File: src/rvdec_pkg.sv
// rvdec_pkg: shared types and constants for the rv64i instruction decoder
// opcode, funct7 and immediate codes, mnemonic numbering and the result struct
// no dependencies
`default_nettype none

package rvdec_pkg;

  localparam int unsigned WORD_W = 32;
  localparam int unsigned CODE_W = 6;

  // major opcodes, bits 6:0
  localparam logic [6:0] OPC_LUI    = 7'b0110111;
  localparam logic [6:0] OPC_AUIPC  = 7'b0010111;
  localparam logic [6:0] OPC_JAL    = 7'b1101111;
  localparam logic [6:0] OPC_JALR   = 7'b1100111;
  localparam logic [6:0] OPC_BRANCH = 7'b1100011;
  localparam logic [6:0] OPC_LOAD   = 7'b0000011;
  localparam logic [6:0] OPC_STORE  = 7'b0100011;
  localparam logic [6:0] OPC_IMM    = 7'b0010011;
  localparam logic [6:0] OPC_REG    = 7'b0110011;
  localparam logic [6:0] OPC_FENCE  = 7'b0001111;
  localparam logic [6:0] OPC_SYSTEM = 7'b1110011;
  localparam logic [6:0] OPC_IMM32  = 7'b0011011;
  localparam logic [6:0] OPC_REG32  = 7'b0111011;

  localparam logic [6:0]  F7_BASE  = 7'b0000000;
  localparam logic [6:0]  F7_ALT   = 7'b0100000;
  localparam logic [5:0]  SHT_BASE = 6'b000000;
  localparam logic [5:0]  SHT_ALT  = 6'b010000;
  localparam logic [11:0] IMM_ECALL  = 12'h000;
  localparam logic [11:0] IMM_EBREAK = 12'h001;
  localparam logic [11:0] IMM_MRET   = 12'b001100000010;

  // funct3 codes
  localparam logic [2:0] F3_0 = 3'd0;
  localparam logic [2:0] F3_1 = 3'd1;
  localparam logic [2:0] F3_2 = 3'd2;
  localparam logic [2:0] F3_3 = 3'd3;
  localparam logic [2:0] F3_4 = 3'd4;
  localparam logic [2:0] F3_5 = 3'd5;
  localparam logic [2:0] F3_6 = 3'd6;
  localparam logic [2:0] F3_7 = 3'd7;

  typedef enum logic [CODE_W-1:0] {
    MN_LUI    = 6'd0,  MN_AUIPC  = 6'd1,  MN_JAL    = 6'd2,  MN_JALR   = 6'd3,
    MN_BEQ    = 6'd4,  MN_BNE    = 6'd5,  MN_BLT    = 6'd6,  MN_BGE    = 6'd7,
    MN_BLTU   = 6'd8,  MN_BGEU   = 6'd9,  MN_LB     = 6'd10, MN_LH     = 6'd11,
    MN_LW     = 6'd12, MN_LBU    = 6'd13, MN_LHU    = 6'd14, MN_LWU    = 6'd15,
    MN_LD     = 6'd16, MN_SB     = 6'd17, MN_SH     = 6'd18, MN_SW     = 6'd19,
    MN_SD     = 6'd20, MN_ADDI   = 6'd21, MN_SLTI   = 6'd22, MN_SLTIU  = 6'd23,
    MN_XORI   = 6'd24, MN_ORI    = 6'd25, MN_ANDI   = 6'd26, MN_SLLI   = 6'd27,
    MN_SRLI   = 6'd28, MN_SRAI   = 6'd29, MN_ADD    = 6'd30, MN_SUB    = 6'd31,
    MN_SLL    = 6'd32, MN_SLT    = 6'd33, MN_SLTU   = 6'd34, MN_XOR    = 6'd35,
    MN_SRL    = 6'd36, MN_SRA    = 6'd37, MN_OR     = 6'd38, MN_AND    = 6'd39,
    MN_FENCE  = 6'd40, MN_ECALL  = 6'd41, MN_EBREAK = 6'd42, MN_MRET   = 6'd43,
    MN_CSRRW  = 6'd44, MN_CSRRS  = 6'd45, MN_CSRRC  = 6'd46, MN_CSRRWI = 6'd47,
    MN_CSRRSI = 6'd48, MN_CSRRCI = 6'd49, MN_ADDIW  = 6'd50, MN_SLLIW  = 6'd51,
    MN_SRLIW  = 6'd52, MN_SRAIW  = 6'd53, MN_ADDW   = 6'd54, MN_SUBW   = 6'd55,
    MN_SLLW   = 6'd56, MN_SRLW   = 6'd57, MN_SRAW   = 6'd58
  } mnemonic_t;

  typedef struct packed {
    mnemonic_t code;
    logic      illegal;
  } dec_result_t;

endpackage

`default_nettype wire

File: src/rvdec_classify.sv
// rvdec_classify: combinational decode of one instruction word into a mnemonic
// depends on rvdec_pkg
`default_nettype none

module rvdec_classify (
  input  wire logic [rvdec_pkg::WORD_W-1:0] word,
  output rvdec_pkg::dec_result_t            result
);

  logic [6:0]  opc;
  logic [2:0]  f3;
  logic [6:0]  f7;
  logic [5:0]  sht;
  logic [11:0] imm;
  rvdec_pkg::mnemonic_t code;
  logic        bad;

  assign opc = word[6:0];
  assign f3  = word[14:12];
  assign f7  = word[31:25];
  assign sht = word[31:26];
  assign imm = word[31:20];

  always_comb begin
    code = rvdec_pkg::MN_LUI;
    bad  = 1'b0;
    unique case (opc)
      rvdec_pkg::OPC_LUI:   code = rvdec_pkg::MN_LUI;
      rvdec_pkg::OPC_AUIPC: code = rvdec_pkg::MN_AUIPC;
      rvdec_pkg::OPC_JAL:   code = rvdec_pkg::MN_JAL;
      rvdec_pkg::OPC_JALR:  code = rvdec_pkg::MN_JALR;
      rvdec_pkg::OPC_FENCE: code = rvdec_pkg::MN_FENCE;
      rvdec_pkg::OPC_BRANCH: begin
        unique case (f3)
          rvdec_pkg::F3_0: code = rvdec_pkg::MN_BEQ;
          rvdec_pkg::F3_1: code = rvdec_pkg::MN_BNE;
          rvdec_pkg::F3_4: code = rvdec_pkg::MN_BLT;
          rvdec_pkg::F3_5: code = rvdec_pkg::MN_BGE;
          rvdec_pkg::F3_6: code = rvdec_pkg::MN_BLTU;
          rvdec_pkg::F3_7: code = rvdec_pkg::MN_BGEU;
          default:         bad  = 1'b1;
        endcase
      end
      rvdec_pkg::OPC_LOAD: begin
        unique case (f3)
          rvdec_pkg::F3_0: code = rvdec_pkg::MN_LB;
          rvdec_pkg::F3_1: code = rvdec_pkg::MN_LH;
          rvdec_pkg::F3_2: code = rvdec_pkg::MN_LW;
          rvdec_pkg::F3_3: code = rvdec_pkg::MN_LD;
          rvdec_pkg::F3_4: code = rvdec_pkg::MN_LBU;
          rvdec_pkg::F3_5: code = rvdec_pkg::MN_LHU;
          rvdec_pkg::F3_6: code = rvdec_pkg::MN_LWU;
          default:         bad  = 1'b1;
        endcase
      end
      rvdec_pkg::OPC_STORE: begin
        unique case (f3)
          rvdec_pkg::F3_0: code = rvdec_pkg::MN_SB;
          rvdec_pkg::F3_1: code = rvdec_pkg::MN_SH;
          rvdec_pkg::F3_2: code = rvdec_pkg::MN_SW;
          rvdec_pkg::F3_3: code = rvdec_pkg::MN_SD;
          default:         bad  = 1'b1;
        endcase
      end
      rvdec_pkg::OPC_IMM: begin
        unique case (f3)
          rvdec_pkg::F3_0: code = rvdec_pkg::MN_ADDI;
          rvdec_pkg::F3_1: code = rvdec_pkg::MN_SLLI;
          rvdec_pkg::F3_2: code = rvdec_pkg::MN_SLTI;
          rvdec_pkg::F3_3: code = rvdec_pkg::MN_SLTIU;
          rvdec_pkg::F3_4: code = rvdec_pkg::MN_XORI;
          rvdec_pkg::F3_6: code = rvdec_pkg::MN_ORI;
          rvdec_pkg::F3_7: code = rvdec_pkg::MN_ANDI;
          default: begin
            // 64-bit shifts: only bits 31:26 are compared
            if (sht == rvdec_pkg::SHT_BASE)     code = rvdec_pkg::MN_SRLI;
            else if (sht == rvdec_pkg::SHT_ALT) code = rvdec_pkg::MN_SRAI;
            else                                bad  = 1'b1;
          end
        endcase
      end
      rvdec_pkg::OPC_REG: begin
        // funct7 is only looked at for add/sub and srl/sra
        unique case (f3)
          rvdec_pkg::F3_0: begin
            if (f7 == rvdec_pkg::F7_BASE)     code = rvdec_pkg::MN_ADD;
            else if (f7 == rvdec_pkg::F7_ALT) code = rvdec_pkg::MN_SUB;
            else                              bad  = 1'b1;
          end
          rvdec_pkg::F3_1: code = rvdec_pkg::MN_SLL;
          rvdec_pkg::F3_2: code = rvdec_pkg::MN_SLT;
          rvdec_pkg::F3_3: code = rvdec_pkg::MN_SLTU;
          rvdec_pkg::F3_4: code = rvdec_pkg::MN_XOR;
          rvdec_pkg::F3_6: code = rvdec_pkg::MN_OR;
          rvdec_pkg::F3_7: code = rvdec_pkg::MN_AND;
          default: begin
            if (f7 == rvdec_pkg::F7_BASE)     code = rvdec_pkg::MN_SRL;
            else if (f7 == rvdec_pkg::F7_ALT) code = rvdec_pkg::MN_SRA;
            else                              bad  = 1'b1;
          end
        endcase
      end
      rvdec_pkg::OPC_SYSTEM: begin
        unique case (f3)
          rvdec_pkg::F3_0: begin
            // rs1 and rd are not checked here
            if (imm == rvdec_pkg::IMM_ECALL)       code = rvdec_pkg::MN_ECALL;
            else if (imm == rvdec_pkg::IMM_EBREAK) code = rvdec_pkg::MN_EBREAK;
            else if (imm == rvdec_pkg::IMM_MRET)   code = rvdec_pkg::MN_MRET;
            else                                   bad  = 1'b1;
          end
          rvdec_pkg::F3_1: code = rvdec_pkg::MN_CSRRW;
          rvdec_pkg::F3_2: code = rvdec_pkg::MN_CSRRS;
          rvdec_pkg::F3_3: code = rvdec_pkg::MN_CSRRC;
          rvdec_pkg::F3_5: code = rvdec_pkg::MN_CSRRWI;
          rvdec_pkg::F3_6: code = rvdec_pkg::MN_CSRRSI;
          rvdec_pkg::F3_7: code = rvdec_pkg::MN_CSRRCI;
          default:         bad  = 1'b1;
        endcase
      end
      rvdec_pkg::OPC_IMM32: begin
        unique case (f3)
          rvdec_pkg::F3_0: code = rvdec_pkg::MN_ADDIW;
          rvdec_pkg::F3_1: code = rvdec_pkg::MN_SLLIW;
          rvdec_pkg::F3_5: begin
            if (f7 == rvdec_pkg::F7_BASE)     code = rvdec_pkg::MN_SRLIW;
            else if (f7 == rvdec_pkg::F7_ALT) code = rvdec_pkg::MN_SRAIW;
            else                              bad  = 1'b1;
          end
          default:         bad  = 1'b1;
        endcase
      end
      rvdec_pkg::OPC_REG32: begin
        unique case (f3)
          rvdec_pkg::F3_0: begin
            if (f7 == rvdec_pkg::F7_BASE)     code = rvdec_pkg::MN_ADDW;
            else if (f7 == rvdec_pkg::F7_ALT) code = rvdec_pkg::MN_SUBW;
            else                              bad  = 1'b1;
          end
          rvdec_pkg::F3_1: code = rvdec_pkg::MN_SLLW;
          rvdec_pkg::F3_5: begin
            if (f7 == rvdec_pkg::F7_BASE)     code = rvdec_pkg::MN_SRLW;
            else if (f7 == rvdec_pkg::F7_ALT) code = rvdec_pkg::MN_SRAW;
            else                              bad  = 1'b1;
          end
          default:         bad  = 1'b1;
        endcase
      end
      default: bad = 1'b1;
    endcase

    // an unrecognised word reports code zero
    if (bad) code = rvdec_pkg::MN_LUI;
  end

  assign result.code    = code;
  assign result.illegal = bad;

endmodule

`default_nettype wire

File: src/rv64i_instruction_decoder.sv
// rv64i_instruction_decoder: an accepted word passes the input register, then the result register, to the result strobe
// throughput one word per cycle; busy is never raised, the decode between the
// input register and the result register is a single combinational pass
// the receiver cannot stall: each result shows for one cycle under out_valid
// synchronous active-low reset clears both valid flags; no words are lost after reset
// depends on rvdec_pkg and rvdec_classify
`default_nettype none

module rv64i_instruction_decoder (
  input  wire logic                         clk,
  input  wire logic                         rst_n,
  input  wire logic                         start,
  output logic                              busy,
  input  wire logic [rvdec_pkg::WORD_W-1:0] in_instr_word,
  output logic                              out_valid,
  output logic [rvdec_pkg::CODE_W-1:0]      out_mnemonic_code,
  output logic                              out_illegal
);

  logic                         in_valid_r;
  logic [rvdec_pkg::WORD_W-1:0] in_word_r;
  rvdec_pkg::dec_result_t       dec_res;
  logic                         out_valid_r;
  rvdec_pkg::dec_result_t       res_r;

  assign busy = 1'b0;

  // input register
  always_ff @(posedge clk) begin
    if (!rst_n) begin
      in_valid_r <= 1'b0;
    end else begin
      in_valid_r <= start;
    end
  end

  always_ff @(posedge clk) begin
    if (start) begin
      in_word_r <= in_instr_word;
    end
  end

  rvdec_classify u_classify (
    .word   (in_word_r),
    .result (dec_res)
  );

  // result register
  always_ff @(posedge clk) begin
    if (!rst_n) begin
      out_valid_r <= 1'b0;
    end else begin
      out_valid_r <= in_valid_r;
    end
  end

  always_ff @(posedge clk) begin
    if (in_valid_r) begin
      res_r <= dec_res;
    end
  end

  assign out_valid         = out_valid_r;
  assign out_mnemonic_code = res_r.code;
  assign out_illegal       = res_r.illegal;

endmodule

`default_nettype wire

File: config.mk
export PLATFORM = sky130hd
export DESIGN_NAME = rv64i_instruction_decoder
export DESIGN_NICKNAME = d
export VERILOG_FILES = /design/src/rvdec_pkg.sv /design/src/rvdec_classify.sv /design/src/rv64i_instruction_decoder.sv
export SDC_FILE = /design/constraint.sdc
export NUM_CORES = 1
export LEC_CHECK = 0
export BUFFER_PORTS_ARGS = -buffer_cell sky130_fd_sc_hd__buf_2
export CAP_MARGIN = 20
export CORE_MARGIN = 3
export CORE_UTILIZATION = 50
export DETAILED_ROUTE_END_ITERATION = 10
export PLACE_DENSITY = 0.76
export RECOVER_POWER = 100
export SLEW_MARGIN = 15
export SYNTH_ARGS = -nofsm -noshare
export SYNTH_HDL_FRONTEND = slang
export SYNTH_HIERARCHICAL = 1
export SYNTH_SLANG_ARGS = --single-unit
File: constraint.sdc
create_clock -name clk -period 2.15 [get_ports clk]
set_clock_uncertainty 0.15 [all_clocks]
set_input_delay 0.1075 -clock clk [delete_from_list [all_inputs] [get_ports clk]]
set_output_delay 0.1075 -clock clk [all_outputs]
set_load 0.01 [all_outputs]
==> flow_metrics.py, run 1 <==
metrics = {
    "worst_setup_path": {
        "rrSetupSlack_ns": -0.04,
        "max_stage_delay_ns": 0.48,
        "cp-start-kind": "flip-flop",
        "endpoint": "out_mnemonic_code[0]",
        "worstSetupPathType": "reg -> reg",
        "timing.rr.start": "in_word_r[14]",
        "cp_slowest_cell": "edfxtp_1",
        "crit_chain": "buf_4 > buf_4 > nor2b_1 > o22ai_1 > nand3_1 > a311oi_1 > or3_1",
        "end_kind": "flip-flop",
        "cp.arrival_ns": 2.07,
        "reg2regPathDepth": 7,
        "worstPathRequired_ns": 2.03,
        "path_max_fanout": 12,
        "regToRegEndpoint": "out_mnemonic_code[0]",
        "cpMostUsedCell": "buf_4",
        "startpoint": "in_word_r[14]",
    },
    "grt": {
        "antenna_found_initial": 0,
        "grt_pass1_wl_um": 9510,
        "grt_pass1_vias": 1911,
        "grt_use_total": 0.252,
        "grt_max_degree": 24,
        "grt.overflow.total": 0,
    },
    "pwr": {
        "ir_worst_vdd_mv": 0.438,
        "clkPwrFrac": 0.334,
        "seqPwrFrac": 0.440,
        "switching_share": 0.271,
        "p_int_mw": 1.24,
        "p_switching_mw": 0.460,
        "power.leakage_nw": 1.10,
        "comb_power_share": 0.225,
        "p_per_area_nw_per_um2": 592,
    },
    "clock_network": {
        "cts_tree": "done",
        "clock_latency_ns": 0.29,
        "cts_buffer_depth": 2,
        "clk_pin_slew_ns": 0.07,
        "cts_made_buffers": 5,
        "cts.sinks": 31,
        "h-tree-depth": 2,
        "root_buffer": "clkbuf_8",
    },
    "cells_and_area": {
        "drive_above_1_share": 0.336,
        "final_core_util": 0.760,
        "seqCellArea_um2": 911,
        "num-fill-cells": 254,
        "area_growth_pct": 43.2,
        "multi_input_area_um2": 1030,
        "nets": 332,
        "instances_no_fill": 346,
        "antenna_cells": 0,
    },
    "routing": {
        "totalWireLength_um": 6150,
        "avgRoutedWirePerCell_um": 17.8,
        "drt-initial-drc-count": 248,
        "routed_via_density": 5.98,
        "dr_wl_met2_um": 2950,
        "drt_pre_antenna_iters": 5,
        "drc": 0,
        "met3WireLength_um": 597,
        "top_layer": "met4",
        "drtAntennaViolNets": 0,
        "via_count": 2070,
        "wl_met1_um": 2420,
    },
    "synthesis": {
        "ys.warnings.count": 6,
        "synth_nets": 234,
        "netlist_area_um2": 2000,
        "synth_cells": 199,
        "synth.avg_cell_area_um2": 10.1,
    },
    "floorplanning": {
        "die-area_um2": 4800,
        "die_height_um": 69.3,
        "die_w_um": 69.3,
        "ios": 44,
        "core-area_um2": 3770,
        "rows": 22,
        "start_util": 0.531,
    },
    "timing": {
        "period_share": 1.02,
        "period_minus_slack_ns": 2.19,
        "relSlewSlack": 0.152,
        "worst_slew_pin_slew_ns": 1.27,
        "setup_ws_ns": -0.0352,
        "max_clock_freq_mhz": 458,
        "tns_ns": -0.0627,
        "rsz0062_at_grt": "true",
        "finalSetupViolCount": 3,
        "finalHoldViolations": 0,
        "finalMaxSlewViolations": 0,
    },
    "placement": {
        "io_buffer_count": 32,
        "place_inst": 311,
        "globalplace.congestion": 0.984,
        "dp_hpwl_um": 3850,
    },
    "hold_path": {
        "hold_class": "in -> reg",
        "holdCritStartpoint": "in_instr_word[13]",
    },
    "outcome": {
        "violations": "negative setup slack",
        "outcome": "complete, but fails checks",
    },
    "job": {
        "cap_violations": 0,
    },
}
==> worst min path at each step <==
| stage | to | cells after the start |
|---|---|---|
| global placement | in_word_r[3] | 1 |
| global route | in_word_r[13] | 2 |
| CTS | in_word_r[28] | 1 |
| detailed placement | in_word_r[14] | 1 |
| finish | in_word_r[13] | 2 |
| floorplan | in_word_r[0] | 0 |
==> area by class of cell <==
type,count,share of cell area
Clock buffer,5,0.0240
Clock inverter,3,0.0135
Inverter,4,0.00524
Multi-Input combinational cell,151,0.359
Sequential cell,31,0.318
Tap cell,48,0.0210
Timing Repair Buffer,104,0.260
==> timing repair <==
action / 4_1_cts / 5_1_grt
endpoints found under the hold margin: 24 / 0
setup buffers: 0 / 4
gates resized for setup: 1 / 11
pin swaps: 0 / 6
endpoints found under the setup margin: 3 / 4
hold buffers: 23 / 0
==> power groups by stage <==
| stage | combinational (mW) | clock [mW] | sequential, mW |
|---|---|---|---|
| after floorplan | 0.171 | 0 | 0.756 |
| after global placement | 0.307 | 0 | 0.756 |
| after detailed placement | 0.309 | 0 | 0.759 |
| after CTS | 0.343 | 0.572 | 0.746 |
| after global routing | 0.407 | 0.599 | 0.752 |
| final | 0.382 | 0.567 | 0.747 |
==> metrics by stage <==
step	power [mW]	hold WS, ns	area, µm²	setup slack (ns)
2_1_floorplan	0.927	0.0564	2000	0.0372
3_3_place_gp	1.06	0.134	2480	-0.127
3_5_place_dp	1.07	0.136	2480	-0.0510
4_1_cts	1.66	0.176	2820	0.00995
5_1_grt	1.76	0.376	2870	-0.0901
6_report	1.70	0.380	2870	-0.0352
==> cells in the final DEF, fill, tap and decap left out, types with 3 or more instances in the layout <==
cell type      instances
buf_4                 46
edfxtp_1              29
dlygate4sd3_1         23
buf_2                 23
nand2_1               17
nand3_1               11
clkbuf_1              10
a21oi_1               10
nor2_1                 9
o21ai_0                7
nor3_1                 7
clkbuf_8               5
nor2b_1                5
nand2b_1               5
inv_1                  4
o21ai_1                4
or3_1                  4
o211ai_1               4
and2_1                 3
a31oi_1                3
==> registers in the layout (all words and copies together) (netlist names) <==
register,flops
in_word_r,22
out_mnemonic_code,6
out_valid,1
in_valid_r,1
out_illegal,1
==> layer usage <==
metal  track usage  vias up
met2         0.401      133
met4         0.111        0
li1              -      969
met3        0.0536       21
met5             0        -
met1         0.329      947
==> critical path, delay by kind of cell, from the launching register on <==
kind            cells  cell delay (ns)
buf+inv             2             0.37
compound gates      2             0.24
simple gates        3             0.70
flops               1             0.48
(Power assumes the default switching activity.)
==> run 2, diff against run 1 <==
--- a/config.mk
+++ b/config.mk
@@ -12,6 +12,7 @@
 export DETAILED_ROUTE_END_ITERATION = 10
 export PLACE_DENSITY = 0.76
 export RECOVER_POWER = 100
+export SKIP_LAST_GASP = 1
 export SLEW_MARGIN = 15
 export SYNTH_ARGS = -nofsm -noshare
 export SYNTH_HDL_FRONTEND = slang
==> run 2 against run 1 <==
Effect of this change:
- maximum frequency down 0.75%
- power shrank 0.60%
- the flow still finishes with violations (negative setup slack)
- largest power group unchanged
- non-clock buffer count unchanged
- critical path type unchanged
==> flow_metrics.py, run 2 (synthesis gave the netlist of run 1 again) <==
metrics = {
    "outcome": {
        "outcome": "complete, but fails checks",
        "violations": "negative setup slack",
    },
    "placement": {
        "placedInstanceArea_um2": 2480,
        "io_buffer_count": 32,
        "globalplace.congestion": 0.984,
        "dp_hpwl_um": 3850,
    },
    "timing": {
        "finalMaxSlewViolations": 0,
        "period_minus_slack_ns": 2.20,
        "max_clock_freq_mhz": 454,
        "finalSetupViolCount": 2,
        "finalHoldViolations": 0,
        "worst_slew_pin_slew_ns": 1.24,
        "rsz0062_at_grt": "true",
        "period_share": 1.02,
        "relSlewSlack": 0.171,
        "tns_ns": -0.0529,
        "hold_ws_ns": 0.376,
        "setup_ws_ns": -0.0518,
    },
    "cells_and_area": {
        "largest_reg_flops": 22,
        "area_growth_pct": 42.7,
        "final_core_util": 0.757,
        "nets": 332,
        "antenna_cells": 0,
        "drive_above_1_share": 0.329,
        "num-fill-cells": 258,
        "top_register": "in_word_r",
        "fin_area_um2": 2860,
        "seqCellArea_um2": 911,
        "multi_input_area_um2": 1020,
        "final_common_cell": "buf_4",
        "final_cell_mix": "buf_4, edfxtp_1, dlygate4sd3_1, buf_2, nand2_1",
    },
    "clock_network": {
        "cts.sinks": 31,
        "clk_pin_slew_ns": 0.07,
        "h-tree-depth": 2,
        "cts_tree": "done",
        "root_buffer": "clkbuf_8",
        "cts_made_buffers": 5,
        "clock_latency_ns": 0.29,
        "cts_buffer_depth": 2,
    },
    "grt": {
        "grt_max_degree": 24,
        "grt_pass1_vias": 1911,
        "grt_use_total": 0.252,
        "antenna_found_initial": 0,
        "grt.overflow.total": 0,
        "grt_pass1_wl_um": 9510,
    },
    "pwr": {
        "ir_worst_vdd_mv": 0.429,
        "p_per_area_nw_per_um2": 590,
        "power.leakage_nw": 1.09,
    },
    "worst_setup_path": {
        "crit_chain": "or4_1 > nor3_1 > clkbuf_1 > a21oi_1 > a2111o_1",
        "worstSetupPathType": "reg -> reg",
        "path_max_fanout": 3,
        "worstPathRequired_ns": 2.03,
        "end_kind": "flip-flop",
        "max_stage_delay_ns": 0.61,
        "cp-start-kind": "flip-flop",
        "cp.arrival_ns": 2.08,
        "cp_slowest_cell": "or4_1",
    },
    "floorplanning": {
        "ios": 44,
        "core-area_um2": 3770,
        "die-area_um2": 4800,
        "rows": 22,
        "die_height_um": 69.3,
        "die_w_um": 69.3,
        "start_util": 0.531,
    },
    "routing": {
        "drtAntennaViolNets": 0,
        "drc": 0,
        "drt_pre_antenna_iters": 6,
        "totalWireLength_um": 6000,
        "routed_via_density": 5.88,
        "avgRoutedWirePerCell_um": 17.3,
        "via_count": 2035,
        "drt-initial-drc-count": 199,
    },
    "job": {
        "cap_violations": 0,
    },
    "hold_path": {
        "hold_class": "in -> reg",
    },
}
## run 2: metrics by stage
stage                     cells  power [mW]  setup WS, ns
final                       346        1.69       -0.0518
after global routing        346        1.75       -0.0829
after CTS                   342        1.66       0.00995
after detailed placement    311        1.07       -0.0510
after global placement      311        1.06        -0.127
after floorplan             199       0.927        0.0372
## run 2: final timing paths
check                                       start              endpoint  slack [ns]  cells past startpoint
worst max-delay path                in_word_r[26]           out_illegal       -0.05                      5
worst min-delay path            in_instr_word[20]         in_word_r[20]        0.38                      2
worst max register to register      in_word_r[26]           out_illegal       -0.05                      5
worst min register to register         in_valid_r  out_mnemonic_code[1]        0.44                      0
## run 2: report_power, final
group | switching [mW] | total [mW] | internal, mW | leakage, nW
Sequential | 0.0359 | 0.746 | 0.710 | 0.292
Clock | 0.225 | 0.564 | 0.339 | 0.0556
Combinational | 0.191 | 0.375 | 0.185 | 0.745
Total | 0.451 | 1.69 | 1.23 | 1.09
## run 2: timing repair
item / in CTS / in global routing
gates resized for setup: 1 / 7
pin swaps: 0 / 6
endpoints found under the setup margin: 3 / 4
hold buffers: 23 / 0
hold endpoints to repair: 24 / 0
setup buffers: 0 / 4
cloned: 0 / 0
## run 2: per-layer routing
layer	GRT usage	up-vias	share of wire
li1	-	969	-
met1	0.329	913	0.40
met2	0.401	133	0.47
met3	0.0536	20	0.098
met5	0	-	0
met4	0.111	0	0.029
## run 2: critical path: cells and delay by family (launching register included)
kind	cells	cell delay (ns)
AOI/OAI and AO/OA	2	0.38
and+or+nand+nor	2	0.82
DFF	1	0.41
buffers and inverters	1	0.18
## run 2: area by class of cell
| cell class | count | share of cell area |
|---|---|---|
| inverter | 4 | 0.00526 |
| clock inverter | 3 | 0.0136 |
| timing repair buffer | 104 | 0.260 |
| clock buffer | 5 | 0.0241 |
| sequential | 31 | 0.319 |
| tap | 48 | 0.0210 |
| multi-input combinational | 151 | 0.357 |
==> run 3, diff against run 2 <==
--- a/config.mk
+++ b/config.mk
@@ -8,13 +8,12 @@
 export BUFFER_PORTS_ARGS = -buffer_cell sky130_fd_sc_hd__buf_2
 export CAP_MARGIN = 20
 export CORE_MARGIN = 3
-export CORE_UTILIZATION = 50
+export CORE_UTILIZATION = 48
 export DETAILED_ROUTE_END_ITERATION = 10
-export PLACE_DENSITY = 0.76
+export PLACE_DENSITY = 0.75
 export RECOVER_POWER = 100
 export SKIP_LAST_GASP = 1
 export SLEW_MARGIN = 15
 export SYNTH_ARGS = -nofsm -noshare
 export SYNTH_HDL_FRONTEND = slang
-export SYNTH_HIERARCHICAL = 1
 export SYNTH_SLANG_ARGS = --single-unit
==> run 3 against run 2 <==
Effect of this change:
- the flow still finishes with violations (negative setup slack)
- area after synthesis down 3.7%
- synthesized cell count fell by 0.50%
- utilization up 0.20 points
- design area grew 0.26%
==> flow_metrics.py, run 3 <==
metrics = {
    "hold_path": {
        "whs_path_depth": 2,
        "hold_end": "in_word_r[30]",
        "holdCritStartpoint": "in_instr_word[30]",
        "hold_class": "in -> reg",
    },
    "routing": {
        "totalWireLength_um": 5740,
        "drtAntennaViolNets": 0,
        "drt_pre_antenna_iters": 5,
        "routed_via_density": 5.97,
        "via_count": 2073,
        "drc": 0,
        "drt-initial-drc-count": 243,
        "avgRoutedWirePerCell_um": 16.6,
    },
    "placement": {
        "globalplace.congestion": 0.959,
        "io_buffer_count": 32,
        "place_inst": 309,
        "dp_slack_ns": -0.0715,
        "dp_hpwl_um": 3950,
    },
    "floorplanning": {
        "start_util": 0.511,
        "rows": 22,
        "core-area_um2": 3770,
        "die-area_um2": 4810,
        "die_height_um": 69.4,
        "die_w_um": 69.4,
        "ios": 44,
    },
    "timing": {
        "rsz0062_at_grt": "true",
        "worst_slew_pin_slew_ns": 1.26,
        "finalSetupViolCount": 1,
        "max_clock_freq_mhz": 461,
        "tns_ns": -0.0198,
        "hold_ws_ns": 0.378,
        "relSlewSlack": 0.158,
        "period_minus_slack_ns": 2.17,
        "finalHoldViolations": 0,
        "finalMaxSlewViolations": 0,
        "period_share": 1.01,
        "setup_ws_ns": -0.0198,
    },
    "grt": {
        "antenna_found_initial": 0,
        "grt_pass1_vias": 1896,
        "grt_pass1_wl_um": 9170,
        "grt.overflow.total": 0,
        "grt_max_degree": 24,
        "grt_use_total": 0.240,
    },
    "pwr": {
        "switching_share": 0.277,
        "seqPwrFrac": 0.482,
        "comb_power_share": 0.240,
        "power.leakage_nw": 1.08,
        "ir_worst_vdd_mv": 0.553,
        "p_int_mw": 1.13,
        "clkPwrFrac": 0.279,
        "p_per_area_nw_per_um2": 543,
        "p_switching_mw": 0.430,
    },
    "clock_network": {
        "cts.sinks": 31,
        "cts_tree": "done",
        "root_buffer": "clkbuf_8",
        "h-tree-depth": 2,
        "cts_made_buffers": 5,
        "clock_latency_ns": 0.29,
        "clk_pin_slew_ns": 0.06,
        "cts_buffer_depth": 2,
    },
    "job": {
        "cap_violations": 0,
    },
    "synthesis": {
        "synthTopCellsByCount": "edfxtp_1, nor2_1, a21oi_1, nand2_1",
        "synth_area_leaders": "edfxtp_1, a21oi_1, nor2_1",
        "netlist.area_leader.share": 0.452,
        "ys.warnings.count": 0,
        "netlist_area_um2": 1930,
        "post-synth-top-count-cell": "edfxtp_1",
        "synth_edf_count": 29,
        "synth.avg_cell_area_um2": 9.73,
        "synth_cells": 198,
        "synth_seq_area_share": 0.473,
        "synth_seq_cells": 31,
        "yosysTopAreaCell": "edfxtp_1",
        "ys_async_sr_fraction": 0,
        "ys_types": 59,
        "synth_nets": 233,
        "synthFlopType": "edfxtp_1",
    },
    "worst_setup_path": {
        "worstPathRequired_ns": 2.01,
        "timing.rr.start": "in_word_r[14]",
        "worstSetupPathType": "reg -> reg",
        "path_max_fanout": 8,
        "cp-start-kind": "flip-flop",
        "rrSetupSlack_ns": -0.02,
        "cp.arrival_ns": 2.03,
        "reg2regPathDepth": 6,
        "regToRegEndpoint": "out_illegal",
        "end_kind": "flip-flop",
    },
    "cells_and_area": {
        "largest_reg_flops": 22,
        "drive_above_1_share": 0.341,
        "final_common_cell": "buf_4",
        "antenna_cells": 0,
        "final_cell_mix": "buf_4, edfxtp_1, dlygate4sd3_1, buf_2, nor2_1",
        "instances_no_fill": 347,
        "area_growth_pct": 48.6,
        "nets": 333,
        "top_register": "in_word_r",
    },
    "outcome": {
        "outcome": "complete, but fails checks",
        "violations": "negative setup slack",
    },
}
run 3: per-stage QoR:
step / power [mW] / util / instance area [µm²]
after floorplan: 0.903 / - / 1930
after global placement: 1.05 / 0.640 / 2410
after detailed placement: 1.05 / 0.640 / 2410
after CTS: 1.52 / 0.728 / 2750
after global routing: 1.62 / 0.759 / 2860
final: 1.56 / 0.759 / 2860
run 3: worst max path at each step:
| stage | startpoint | to | slack, ns | cells after the start |
|---|---|---|---|---|
| detailed placement | in_word_r[31] | out_illegal | -0.07 | 5 |
| global route | in_word_r[26] | out_illegal | -0.08 | 5 |
| floorplan | in_word_r[31] | out_illegal | 0.07 | 5 |
| global placement | in_word_r[13] | out_mnemonic_code[2] | 0.001 | 5 |
| CTS | in_word_r[2] | out_illegal | -0.02 | 5 |
| finish | in_word_r[14] | out_illegal | -0.02 | 6 |
run 3: area by class of cell:
type	count	area, µm²
multi-input combinational	149	1010
sequential	31	911
fill	244	908
timing repair buffer	106	779
clock buffer	8	80.1
tap	48	60.1
inverter	5	18.8
run 3: kinds of logic after synthesis:
| kind of cell | count (synthesis) | synth area share |
|---|---|---|
| xor+xnor | 2 | 0.00909 |
| buf+inv | 18 | 0.0429 |
| fa+ha+maj | 1 | 0.00520 |
| compound gates | 53 | 0.188 |
| flops | 31 | 0.473 |
| simple gates | 90 | 0.269 |
| other cells | 1 | 0.00195 |
| mux | 2 | 0.0104 |
run 3: per-layer routing:
metal  GRT usage  up-vias  share of wire
met1       0.312      938           0.41
li1            -      982              -
met2       0.389      130           0.47
met4      0.0954        0          0.036
met5           0        -              0
met3      0.0507       23          0.081
run 3: critical path, cell delays in order, from the launching register on:
cell and delay [ns]:
edfxtp_1 0.48, buf_6 0.19, xor2_2 0.20, nor2_1 0.06
a31oi_1 0.17, o21ai_0 0.13, or4_1 0.53
run 3: power groups by stage:
stage,Sequential [mW],Clock [mW],Combinational [mW]
after floorplan,0.756,0,0.147
after global placement,0.752,0,0.296
after detailed placement,0.755,0,0.298
after CTS,0.744,0.441,0.334
after global routing,0.756,0.466,0.399
final,0.750,0.433,0.373
run 3: repair_timing:
item                                    4_1_cts  5_1_grt
hold endpoints to repair                     24        0
pin swaps                                     0        9
resized for setup                             4       23
endpoints found under the setup margin        4        5
setup buffers                                 1        7
hold buffers                                 23        0
